===== src/interprocessor_interrupt_controller_defines.svh =====
// Assertion macros used by the interprocessor interrupt controller.
`ifndef INTERPROCESSOR_INTERRUPT_CONTROLLER_DEFINES_SVH
`define INTERPROCESSOR_INTERRUPT_CONTROLLER_DEFINES_SVH

// Checks that the consequent holds in the same cycle as the antecedent.
`define IIC_ASSERT_SAME(label, clk, rst, ante, cons) \
  label: assert property (@(posedge clk) disable iff (rst) (ante) |-> (cons)) \
    else $error("iic: same-cycle check failed");

// Checks that the consequent holds in the cycle after the antecedent.
`define IIC_ASSERT_NEXT(label, clk, rst, ante, cons) \
  label: assert property (@(posedge clk) disable iff (rst) (ante) |=> (cons)) \
    else $error("iic: next-cycle check failed");

`endif


===== src/iic_pkg.sv =====
// Shared types and constants of the interprocessor interrupt controller.
package iic_pkg;

  localparam int unsigned CORE_COUNT = 4;
  localparam int unsigned IDX_W = (CORE_COUNT > 1) ? $clog2(CORE_COUNT) : 1;
  localparam int unsigned REG_W = 32;
  localparam int unsigned IRQ_W = 4;

  localparam logic [REG_W-1:0] CTRL_GEN_BIT = 32'h4000_0000;
  localparam logic [REG_W-1:0] CTRL_ACK_BIT = 32'h8000_0000;
  localparam logic [15:0] DATA_MASK = 16'hffff;
  localparam logic [13:0] DEST_MASK = 14'h3fff;
  localparam int unsigned DEST_SHIFT = 16;

  localparam logic MODE_READ = 1'b0;
  localparam logic MODE_WRITE = 1'b1;
  localparam logic SEL_CONTROL = 1'b0;
  localparam logic SEL_STATUS = 1'b1;

  typedef struct packed {
    logic        mode;
    logic [1:0]  core_index;
    logic        register_select;
    logic [31:0] write_data;
  } iic_req_t;

  typedef struct packed {
    logic [31:0]      read_data;
    logic [IRQ_W-1:0] irq_lines;
    logic             request_ignored;
    logic             access_error;
  } iic_rsp_t;

  // Write commands from the access logic to the register store.
  typedef struct packed {
    logic             ctrl_en;
    logic [IDX_W-1:0] ctrl_addr;
    logic [REG_W-1:0] ctrl_data;
    logic             stat_en;
    logic [IDX_W-1:0] stat_addr;
    logic [REG_W-1:0] stat_data;
  } iic_wr_t;

endpackage


===== src/iic_ram.sv =====
// Generic single-write, single-read RAM with a registered read port.
module iic_ram #(
  parameter int unsigned WIDTH = 32,
  parameter int unsigned DEPTH = 4
) (
  input  logic                                        clk,
  input  logic                                        we,
  input  logic [((DEPTH > 1) ? $clog2(DEPTH) : 1)-1:0] waddr,
  input  logic [WIDTH-1:0]                            wdata,
  input  logic                                        re,
  input  logic [((DEPTH > 1) ? $clog2(DEPTH) : 1)-1:0] raddr,
  output logic [WIDTH-1:0]                            rdata
);

  logic [WIDTH-1:0] mem [DEPTH];

  always_ff @(posedge clk) begin
    if (we) begin
      mem[waddr] <= wdata;
    end
    if (re) begin
      rdata <= mem[raddr];
    end
  end

endmodule


===== src/iic_regs.sv =====
// Control and status register store: two RAMs plus per-entry written flags.
module iic_regs (
  input  logic                                  clk,
  input  logic                                  rst,
  input  logic                                  re,
  input  logic [iic_pkg::IDX_W-1:0]             raddr,
  input  iic_pkg::iic_wr_t                      wr,
  output logic [iic_pkg::REG_W-1:0]             ctrl_rd,
  output logic [iic_pkg::REG_W-1:0]             stat_rd
);
  import iic_pkg::*;

  logic [CORE_COUNT-1:0] ctrl_vld;
  logic [CORE_COUNT-1:0] stat_vld;
  logic                  ctrl_vld_rd;
  logic                  stat_vld_rd;
  logic [REG_W-1:0]      ctrl_ram_rd;
  logic [REG_W-1:0]      stat_ram_rd;

  iic_ram #(.WIDTH(REG_W), .DEPTH(CORE_COUNT)) u_ctrl_ram (
    .clk   (clk),
    .we    (wr.ctrl_en),
    .waddr (wr.ctrl_addr),
    .wdata (wr.ctrl_data),
    .re    (re),
    .raddr (raddr),
    .rdata (ctrl_ram_rd)
  );

  iic_ram #(.WIDTH(REG_W), .DEPTH(CORE_COUNT)) u_stat_ram (
    .clk   (clk),
    .we    (wr.stat_en),
    .waddr (wr.stat_addr),
    .wdata (wr.stat_data),
    .re    (re),
    .raddr (raddr),
    .rdata (stat_ram_rd)
  );

  // An entry never written since reset reads as zero.
  always_ff @(posedge clk) begin
    if (rst) begin
      ctrl_vld    <= '0;
      stat_vld    <= '0;
      ctrl_vld_rd <= 1'b0;
      stat_vld_rd <= 1'b0;
    end else begin
      if (wr.ctrl_en) begin
        ctrl_vld[wr.ctrl_addr] <= 1'b1;
      end
      if (wr.stat_en) begin
        stat_vld[wr.stat_addr] <= 1'b1;
      end
      if (re) begin
        ctrl_vld_rd <= ctrl_vld[raddr];
        stat_vld_rd <= stat_vld[raddr];
      end
    end
  end

  assign ctrl_rd = ctrl_vld_rd ? ctrl_ram_rd : '0;
  assign stat_rd = stat_vld_rd ? stat_ram_rd : '0;

endmodule


===== src/interprocessor_interrupt_controller.sv =====
// Interprocessor interrupt controller: register access handling and result register.
//
// Usage: the request channel (req_valid, req_stall, req) carries one register
// access per transaction: a read or write of a core's control register, or a
// read of its status register. The response channel (rsp_valid, rsp_stall, rsp)
// returns one result per request: read data, the interrupt lines after the
// access, and the ignored and error flags.
// Flow: the registers live in synchronous RAMs, read at the edge that accepts
// a request; the EXEC state then decides, writes back and loads the result
// register. No new request is taken while one is in EXEC; a new request is
// taken in the cycle its predecessor's response is taken.
// Reset: all registers and interrupt lines read as zero; no clearing pass.
// Stall: while the response is stalled it holds, and no new request is taken.
module interprocessor_interrupt_controller (
  input  logic              clk,
  input  logic              rst,
  input  logic              req_valid,
  output logic              req_stall,
  input  iic_pkg::iic_req_t req,
  output logic              rsp_valid,
  input  logic              rsp_stall,
  output iic_pkg::iic_rsp_t rsp
);
  import iic_pkg::*;

  `include "interprocessor_interrupt_controller_defines.svh"

  typedef enum logic {
    ST_IDLE,
    ST_EXEC
  } state_t;

  state_t                state;
  iic_req_t              item;
  logic [CORE_COUNT-1:0] pending;
  logic [CORE_COUNT-1:0] pending_next;
  logic                  req_accept;
  iic_wr_t               wr;
  logic [REG_W-1:0]      ctrl_rd;
  logic [REG_W-1:0]      stat_rd;
  iic_rsp_t              rsp_next;

  logic [IDX_W-1:0]      acc_core;
  logic [13:0]           dest;
  logic [IDX_W-1:0]      dest_idx;
  logic                  core_ok;
  logic                  dest_ok;
  logic                  wr_ok;

  assign req_stall  = (state != ST_IDLE) || (rsp_valid && rsp_stall);
  assign req_accept = req_valid && !req_stall;

  iic_regs u_regs (
    .clk     (clk),
    .rst     (rst),
    .re      (req_accept),
    .raddr   (IDX_W'(req.core_index)),
    .wr      (wr),
    .ctrl_rd (ctrl_rd),
    .stat_rd (stat_rd)
  );

  assign acc_core = IDX_W'(item.core_index);
  assign dest     = item.write_data[DEST_SHIFT +: 14] & DEST_MASK;
  assign dest_idx = IDX_W'(dest);
  assign core_ok  = 32'(item.core_index) < CORE_COUNT;
  assign dest_ok  = 32'(dest) < CORE_COUNT;
  assign wr_ok    = core_ok && (item.mode == MODE_WRITE) &&
                    (item.register_select == SEL_CONTROL) && dest_ok;

  always_comb begin
    wr = '0;
    wr.ctrl_addr = acc_core;
    wr.ctrl_data = item.write_data;
    wr.stat_addr = dest_idx;
    wr.stat_data = (REG_W'(item.core_index) << DEST_SHIFT) |
                   REG_W'(item.write_data[15:0] & DATA_MASK);
    pending_next = pending;
    if ((state == ST_EXEC) && wr_ok) begin
      wr.ctrl_en = 1'b1;
      // GEN lands first so that an ACK to oneself clears the line again.
      if ((item.write_data & CTRL_GEN_BIT) != '0) begin
        wr.stat_en = 1'b1;
        pending_next[dest_idx] = 1'b1;
      end
      if ((item.write_data & CTRL_ACK_BIT) != '0) begin
        pending_next[acc_core] = 1'b0;
      end
    end
  end

  always_comb begin
    rsp_next = '0;
    if (!core_ok) begin
      rsp_next.access_error = 1'b1;
    end else if (item.mode == MODE_READ) begin
      if (item.register_select == SEL_STATUS) begin
        rsp_next.read_data = stat_rd | (pending[acc_core] ? CTRL_GEN_BIT : '0);
      end else begin
        rsp_next.read_data = ctrl_rd;
      end
    end else if (item.register_select == SEL_STATUS) begin
      rsp_next.access_error = 1'b1;
    end else if (!dest_ok) begin
      rsp_next.request_ignored = 1'b1;
    end
    for (int n = 0; n < IRQ_W; n++) begin
      if (n < CORE_COUNT) begin
        rsp_next.irq_lines[n] = pending_next[n];
      end
    end
  end

  always_ff @(posedge clk) begin
    if (rst) begin
      state     <= ST_IDLE;
      pending   <= '0;
      rsp_valid <= 1'b0;
    end else begin
      if (rsp_valid && !rsp_stall) begin
        rsp_valid <= 1'b0;
      end
      unique case (state)
        ST_IDLE: begin
          if (req_accept) begin
            item  <= req;
            state <= ST_EXEC;
          end
        end
        ST_EXEC: begin
          pending   <= pending_next;
          rsp       <= rsp_next;
          rsp_valid <= 1'b1;
          state     <= ST_IDLE;
        end
        default: begin
          state <= ST_IDLE;
        end
      endcase
    end
  end

  `IIC_ASSERT_NEXT(a_accept_to_exec, clk, rst, req_accept, state == ST_EXEC)
  `IIC_ASSERT_NEXT(a_exec_to_rsp, clk, rst, state == ST_EXEC, rsp_valid)
  `IIC_ASSERT_SAME(a_flags_exclusive, clk, rst, rsp_valid,
                   !(rsp.request_ignored && rsp.access_error))
  `IIC_ASSERT_SAME(a_exec_rsp_free, clk, rst, state == ST_EXEC, !rsp_valid)

endmodule

===== config.mk =====
export PLATFORM = sky130hd
export DESIGN_NAME = interprocessor_interrupt_controller
export DESIGN_NICKNAME = d
export VERILOG_FILES = /design/src/iic_pkg.sv /design/src/iic_ram.sv /design/src/iic_regs.sv /design/src/interprocessor_interrupt_controller.sv
export VERILOG_INCLUDE_DIRS = /design/src /design/src/src
export SDC_FILE = /design/constraint.sdc
export NUM_CORES = 1
export LEC_CHECK = 0
export BUFFER_PORTS_ARGS = -buffer_cell sky130_fd_sc_hd__buf_2
export CAP_MARGIN = 30
export CORE_ASPECT_RATIO = 1.75
export CORE_UTILIZATION = 64
export DETAILED_ROUTE_END_ITERATION = 8
export MAX_ROUTING_LAYER = met4
export PLACE_DENSITY = 0.84
export RECOVER_POWER = 25
export REMOVE_ABC_BUFFERS = 1
export SETUP_SLACK_MARGIN = 0.02
export SLEW_MARGIN = 20
export SYNTH_ARGS = -nofsm -noshare
export SYNTH_HDL_FRONTEND = slang
export SYNTH_SLANG_ARGS = --single-unit

===== constraint.sdc =====
create_clock -name clk -period 5.5 [get_ports clk]
set_input_delay 0.275 -clock clk [delete_from_list [all_inputs] [get_ports clk]]
set_output_delay 0.275 -clock clk [all_outputs]
set_load 0.05 [all_outputs]

==> results list <==
* Worst setup EP type: flip-flop
- Largest area contributor in the synthesized netlist: edfxtp_1
- For the finished layout, the period the worst path requires is 3.16 ns.
- In the final layout, flip-flops and latches occupy 10000 um^2.
- In the routed design, unresolved DRC markers number 0.
- After routing, the total negative slack on setup checks comes to 0 ns.
* Vias per std cell: 6.35
- Setup repair after global routing missed its margin: false
- EDFF count, synth: 324
* Share of the synthesized area in the top cell type: 0.806
- Placement Cell Area: 12900 um^2
- DRT Wirelength: 25400 um
- Global placement routability congestion: 0.795
* Type of the worst setup path: input pin to flip-flop
- A synthesized cell averages 23.3 um^2.
- Worst relative slew slack: -1.21
- After layout, the worst setup slack is 2.34 ns.
- Source of the worst register-to-register timing path: dest[8]
- Delay of the slowest cell on the worst path: 2.31 ns
* Overall power of the completed layout: 4.99 mW
* Vias in the first global route: 5966
* Register bit count reported by yosys: 340
* Setup slack of the most critical reg-to-reg path: 2.82 ns
* Clock edge transition at the registers on the reported setup and hold paths: 0.07 ns
* Maximum number of buffers from clock root to sink: 3
- For this run, the top clock speed supported by timing is 317 MHz.
- The floorplan has 66 rows.
- For this run, the register share of the synthesized area comes to 0.833.
* Routed len/inst: 27.9 um
- Initial antenna violation count: 0
- Synthesis handed over a netlist of 518 instances.
* Overflow after GRT: 0
- Number of nets in the finished design: 693
* Cell count along the critical path: 5
- DP Worst Slack: 2.76 ns
- Reg-to-reg endpoint: u_regs.u_ctrl_ram.mem[3][30]
- Across all layers, the routed design uses 5778 vias.
* Critical path startpoint: req[34]
- The first global-routing pass estimated 37900 um of wire.
- Footprint of the multi-input gates: 1970 um^2
- Startpoint type of the worst setup path: input pin
* Cell count of the worst reg-to-reg path: 4
- Leading post-synthesis cells by cell area: edfxtp_1 (81%), mux4_2 (9.9%), dfxtp_1 (2.7%), a22o_1 (1.3%), and2_1 (0.73%)
* Ys async rst share: 0
* Total track usage: 0.285
* Master cell of the clock root buffer: clkbuf_16
* Count of final setup violators: 0
- Hold/Removal Path Class: input pin to flip-flop
- Worst setup path endpoint: u_regs.stat_vld_rd
- Worst Path Max Fanout: 53
- In this run, CTS created clock tree buffers numbering 27.
- Worst vdd rail ir drop: 0.000290 V
* Arrival time of the worst setup path: 3.63 ns
- For this block, the initial DRC count from the detailed router was 487.
- Maximum level of the CTS H-tree: 1
- Grouping stages by cell kind, the critical path spends the most delay in buffers and inverters.
* Floorplan die area: 19400 um^2
- Most used cells in the layout excluding fill and tap cells: edfxtp_1 (324), buf_2 (65), mux4_2 (53)
- Violations in the final reports: max-capacitance violations, max-slew violations
- 0 antenna diodes ended up in the layout.
- Ratio of cells with drive above 1 in the final layout: 0.283
* Most common cell after layout, fill and taps aside: edfxtp_1
- Cell-by-cell trace of the critical path: buf_2 > clkbuf_1 > mux4_2 > nand3_1 > a21oi_1
* Final Cycle Share: 0.574
- P per Cell Area: 354 nW/um^2
- Standard cell core area: 18500 um^2
* Fill cells: 970
* Number of buffer and inverter instances along the worst setup path: 2
- Vertical die dimension: 184 um
- From left edge to right edge, the die measures 106 um.
- The synthesized netlist occupies a cell area of 12100 um^2.
- On the final layout, the worst hold slack is 0.0152 ns.
- On the final layout, the worst clock skew is 0.0166 ns.
- Critical path required time: 5.97 ns
- In the synthesized netlist the dominant register cell turns out to be edfxtp_1.
- Before antenna repair, the detailed router went through 7 iterations.
* Crit-path slowest cell: clkbuf_1
* Clock tree from TritonCTS: built
* Post-layout instance area: 14100 um^2
- Status: complete, but fails checks
- Actual transition at the worst max-transition pin: 3.31 ns
* Area growth from synthesis to layout: 16.9%
- During synthesis, Yosys emitted a total of 0 warnings.
- The initial utilization of the core area, before any placement, comes to 0.652.
- Leakage power summed over all cells: 4.67 nW
- Number of routed nets with antenna violations: 0
* Input/output buffers: 79
* Distinct cell type count after synthesis: 31
* Number of top-level pins: 80
- HPWL after detailed placement: 12900 um
- Final Slew Violations: 82
- Max-cap viol count: 2
- CTS sink cnt: 340
* Maximum number of pins on one net before global-route repair: 54
- Clock insertion delay at the later pin of the skew report: 0.55 ns
- The final hold violation count came to 0.
-- power by group --
group | internal (mW) | switching, mW
Combinational | 0.0750 | 0.102
Sequential | 2.87 | 0.0348
Clock | 1.04 | 0.865
Total | 3.99 | 1.00
-- registers in the layout, summed over array words and instances (netlist names) --
name	cells
u_regs.u_ctrl_ram.mem	128
u_regs.u_stat_ram.mem	72
rsp	38
u_regs.u_ctrl_ram.rdata	32
item	20
u_regs.u_stat_ram.rdata	18
dest	14
pending	4
u_regs.ctrl_vld	4
u_regs.stat_vld	4
acc_core	2
rsp_valid	1
state	1
u_regs.ctrl_vld_rd	1
u_regs.stat_vld_rd	1
-- cell families (layout without fill, tap and decap cells) --
group                  Yosys count  count (layout)  synth area share
flip-flops                     340             340             0.833
buffers and inverters           24             178           0.00871
AO/OA/AOI/OAI                   35              35            0.0247
multiplexers                    53              53            0.0989
AND/OR/NAND/NOR                 66              66            0.0346
-- metrics by stage --
stage | util | std cells
floorplan | - | 497
CTS | 0.763 | 909
detailed placement | 0.699 | 827
finish | 0.763 | 910
global route | 0.763 | 910
global placement | 0.691 | 821
-- worst min-delay path, cell delays in order --
cell	delay [ns]
buf_2	0.12
nand3_1	0.06
a21oi_1	0.05
-- layer usage --
metal	GRT usage	up-vias	wire length (um)
li1	-	2408	-
met1	0.349	3010	9080
met2	0.496	315	14200
met3	0.0315	45	1480
met4	0.0994	0	712
met5	-	-	0
-- how the worst min path moves through the flow --
stage	from	end	slack [ns]	cells past startpoint
after floorplan	rst	u_regs.ctrl_vld_rd	0.34	1
after global placement	u_regs.stat_vld[0]	u_regs.stat_vld[0]	0.44	2
after detailed placement	req[13]	item[13]	0.45	1
after CTS	req_valid	u_regs.stat_vld_rd	0.01	3
after global routing	req_valid	u_regs.stat_vld_rd	0.02	3
final	req_valid	u_regs.stat_vld_rd	0.02	3
-- area by class of cell --
cell class / count / area share
sequential: 340 / 0.712
multi-input combinational: 154 / 0.140
timing repair buffer: 127 / 0.0655
clock buffer: 29 / 0.0484
tap: 238 / 0.0211
clock inverter: 19 / 0.0120
inverter: 3 / 0.000976
-- repair_timing --
item / CTS / global route
hold endpoints to repair: 34 / 0
buffers inserted: 0 / 0
endpoints found under the setup margin: 0 / 0
resized for setup: 0 / 0
hold buffers: 34 / 0
-- synthesized netlist by cell type (all sizes together), types with 2 or more instances --
| library cell | instances |
|---|---|
| a21oi | 7 |
| nor3 | 8 |
| nand2 | 5 |
| nand3 | 3 |
| o21ba | 4 |
| buf | 11 |
| mux4 | 53 |
| edfxtp | 324 |
| and2 | 14 |
| and3 | 2 |
| nor2b | 2 |
| a22o | 18 |
| a31oi | 3 |
| nor4 | 3 |
| nand2b | 3 |
| dfxtp | 16 |
| inv | 3 |
| clkbuf | 10 |
| nand4 | 2 |
| nor2 | 20 |
Power figures use the tool's default switching activity.
